`src/rtl/dprim_ram.sv`:
```
// Generic single write port, single read port RAM with registered read.
`default_nettype none
module dprim_ram #(
	parameter int WIDTH = 16,
	parameter int DEPTH = 64
) (
	input  wire logic                     clk,
	input  wire logic                     we,
	input  wire logic [$clog2(DEPTH)-1:0] waddr,
	input  wire logic [WIDTH-1:0]         wdata,
	input  wire logic [$clog2(DEPTH)-1:0] raddr,
	output logic      [WIDTH-1:0]         rdata
);

	logic [WIDTH-1:0] mem [DEPTH];

	always_ff @(posedge clk) begin
		if (we) begin
			mem[waddr] <= wdata;
		end
		rdata <= mem[raddr];
	end

endmodule
`default_nettype wire

```
`config.mk`:
```
export PLATFORM = sky130hd
export DESIGN_NAME = dprim_ram
export DESIGN_NICKNAME = d
export VERILOG_FILES = /design/src/rtl/dprim_ram.sv
export SDC_FILE = /design/constraint.sdc
export NUM_CORES = 1
export LEC_CHECK = 0
export BUFFER_PORTS_ARGS = -buffer_cell sky130_fd_sc_hd__buf_2
export CAP_MARGIN = 30
export CORE_ASPECT_RATIO = 0.6
export CORE_UTILIZATION = 63
export DETAILED_ROUTE_END_ITERATION = 8
export PLACE_DENSITY = 0.76
export SYNTH_ARGS = -nofsm -noshare
export SYNTH_HDL_FRONTEND = slang
export SYNTH_SLANG_ARGS = --single-unit
```
`constraint.sdc`:
```
create_clock -name clk -period 3.95 [get_ports clk]
set_input_delay 0.79 -clock clk [delete_from_list [all_inputs] [get_ports clk]]
set_output_delay 0.79 -clock clk [all_outputs]
set_load 0.02 [all_outputs]
```
* Word-level counts from Yosys, hierarchy flattened *
Memories as Yosys holds them, arrays and structs flattened. A register that Yosys moved wholly into a read port is not among the register bits.
Index checks and enable logic that the tools add are counted.

operators by class
  multiplexer cells = 2

operators with widths
  operator  number
  $mux W1   2

word-level totals
  register bits = 0
  bits in writable memories = 1024
  bits of input ports = 30
  output and inout port bits = 16
  word-level logic and storage cells = 3
  memories = 1

memory list
  name  depth  width  rd ports  clocked after memory_dff  write ports  RTL line  RTL
  mem   64     16     1         1                         1            15        logic [WIDTH-1:0] mem [DEPTH];

* Depth between registers and ports, before layout *
  depth in word-level cells = 2
  mapped depth = 10
  mapped depth without buffers = 5

* Worst setup path after synthesis *
OpenSTA, ideal clock, no wires.

  path kind = in2reg
  start point = in waddr[3]
  end point = mem mem[48][0], enable pin
  setup time = 409 ps
  arrival = 2416 ps
  required time = 3541 ps
  path slack = 1125 ps
  stages on the path = 4
  path buffers = 1
  cell sequence = clkbuf_1 > nor2b_1 > nand4b_1 > nor3_1

RTL lines
  item                RTL line  RTL
  start: declaration  9         input wire logic [$clog2(DEPTH)-1:0] waddr,
  end: declaration    15

Straight into the memory's write port.

==> run metrics <==
Core Footprint 0.0627 mm²; status completed; peak supply drop 0.000364 V; Mapped Nets around 1.9k; FF-to-FF path depth 5; setup TNS 0 ns; top-count cell post-synth edfxtp_1; total number of vias 20.0k; DR vias/cell 6.88; FF-to-FF Start mem[4][10]; RR Endpoint rdata[10]; # setup viols final 0; Post-Place Worst Slack around 0.52 ns; Area after DPL 0.0419 mm²; synth cell count leaders edfxtp_1 (1,024), mux4_2 (220), mux2i_1 (85), nor2_1 (72), nand2_1 (59); post-route design area 0.0448 mm²; Placer Congestion 0.883; Num CTS Buffers 87; share of cells above drive strength 1 between 20% and 30%; Post-Syn Area 0.0400 mm²; Yosys top cell by area edfxtp_1; Max Slew Vio Count 0; PD cells between 400 and 500 mW/mm²; drt drc 0; first-pass GRT wire length 140 mm; Mean Syn Cell Area 21.9 µm²; CP Capture Type flip-flop; cells after synthesis 1,829; ANT nets after route 0; number of max-cap violations 0; Post-synth EDFFs ~1.0k; max_slew headroom 34.9%; total power 22.1 mW; FF-to-FF setup slack about 1.6 ns; CTS Hold Bufs 0; largest fanout on the critical path between 40 and 50; area grow syn2layout 11.9%; nets 2,036; top cells by area, synth edfxtp_1 (77%), mux4_2 (12%), mux2i_1 (2.1%); async set-or-reset flop fraction in the synthesized netlist 0%; final worst-path cycle share between 70 and 80%; Startpoint Class input pin; die width 327 µm; slew of the pin with the lowest slew margin 0.976 ns; worst setup margin approximately 1.2 ns; largest net degree at the start of global routing 65; Die ar. 0.0646 mm²; Layout Cells excl Fill 2,915; I/O pin count 46; Clock Sinks 1,040; PortBufs 45; Worst Hold Class in -> reg; PostCTS Resize Cnt 0; number of synthesized register bits 1,040; placement row count 71; skew final 0.0297 ns; CTS Root Cell clkbuf_16; required time worst endpoint about 4.4 ns; main flop type after synthesis edfxtp_1; placed cells 2,752; fillcell total 3,595; vias in the first global route 19.5k; CTS max path bufs 3; f_max between 0.3 and 0.4 GHz; critical path type in -> reg; final hold viol count 0; htree depth 3; drt total wl 98.5 mm; Clock Latency Late Sink 0.65 ns; Setup Buffers After CTS 0; TritonCTS clock tree done; WL/cell roughly 34 µm; HPWL Detailed about 61 mm; leakage power 14.3 nW; starting density of the core between 60% and 70%; Yosys top cell area share 76.8%; DRT Pass-1 Iters 7; gr usage total a little under a third; clk slew on worst S/H paths 0.07 ns; antenna violations before repair 5; initial drt markers 3,011; unrepaired setup endpoints after global routing false; Die H approximately 200 µm; Seq/Total Area, Yosys 77.6%; hold path start wdata[4]; Synth Warn # 0; fin crit period 2.78 ns; Hold EP mem[13][4]; count of cell types in the netlist 43; WHS Path Cells 1; CP arrival 3.27 ns; total grt overflow 0
## area by class of cell
| class | instances | area, µm² | share of cell area (%) |
|---|---|---|---|
| clock inverter | 42 | 450 | 1.01 |
| multi-input combinational | 685 | 8250 | 18.4 |
| sequential | 1040 | 31100 | 69.4 |
| antenna | 1 | 2.50 | 0.00559 |
| timing repair buffer | 192 | 1630 | 3.64 |
| tap | 839 | 1050 | 2.34 |
| clock buffer | 116 | 2350 | 5.24 |
## stage by stage
step	hold slack, ns	utilization (%)
finish	0.416	71.4
global route	0.401	71.4
CTS	0.395	71.3
detailed placement	0.842	66.8
global placement	0.811	66.6
floorplan	0.750	-
## cells by family (layout without fill, tap and decap cells)
| family | count (synthesis) | in the layout | synth area share, % |
|---|---|---|---|
| flops | 1040 | 1040 | 77.6 |
| compound gates | 129 | 129 | 2.41 |
| other cells | 0 | 1 | 0 |
| buf+inv | 104 | 350 | 1.83 |
| mux | 336 | 336 | 15.5 |
| simple gates | 220 | 220 | 2.65 |
## worst max-delay path: stages
cell,delay (ns)
buf_8,0.39
buf_12,0.23
buf_12,0.22
mux4_1,0.64
mux2_2,0.33
a21oi_1,0.46
nor4_2,0.11
## flip-flops by register name (all words and copies together), names as in the netlist
signal / cells
rdata: 16
mem: 1024
## where the power goes
group	internal, mW	total (mW)	switching (mW)	leakage, nW
clock	4.78	8.62	3.84	1.35
sequential	12.2	12.3	0.0499	9.35
combinational	0.450	1.25	0.796	3.62
## worst max-delay path by stage
stage                  start    endpoint  slack, ns  depth (start not counted)
CTS                 raddr[0]   rdata[13]       1.21                          8
global placement    raddr[0]    rdata[6]       0.53                          7
floorplan           waddr[3]  mem[48][0]       1.13                          4
detailed placement  raddr[0]   rdata[13]       0.52                          8
global route        raddr[0]    rdata[6]       1.09                          7
finish              raddr[0]    rdata[6]       1.17                          7
## layout by cell type (no fill, tap or decap), types with 6 or more instances in the layout
cell,instances
buf_12,22
a21oi_1,17
mux4_2,220
clkinv_1,14
bufinv_16,9
a221o_1,6
buf_4,125
mux2i_1,85
dfxtp_1,16
a22o_1,6
a31oi_1,8
edfxtp_1,1024
clkbuf_8,6
a211oi_1,8
buf_2,42
mux2_2,27
clkinv_2,9
a311oi_1,8
clkbuf_1,23
clkbuf_16,87
a221oi_1,16
nand2_1,59
a22oi_1,39
nand3_1,24
nor2b_1,30
a211o_1,8
nand4_1,12
nor2_1,72
## layer usage
metal | vias up | share of wire (%) | track usage (%)
li1 | 8014 | - | -
met1 | 10500 | 38 | 46.9
met2 | 1404 | 44 | 44.2
met3 | 160 | 16 | 12.1
met4 | 6 | 2.2 | 7.77
met5 | - | 0.041 | 0
No activity file was read; power rests on OpenSTA's default activity.
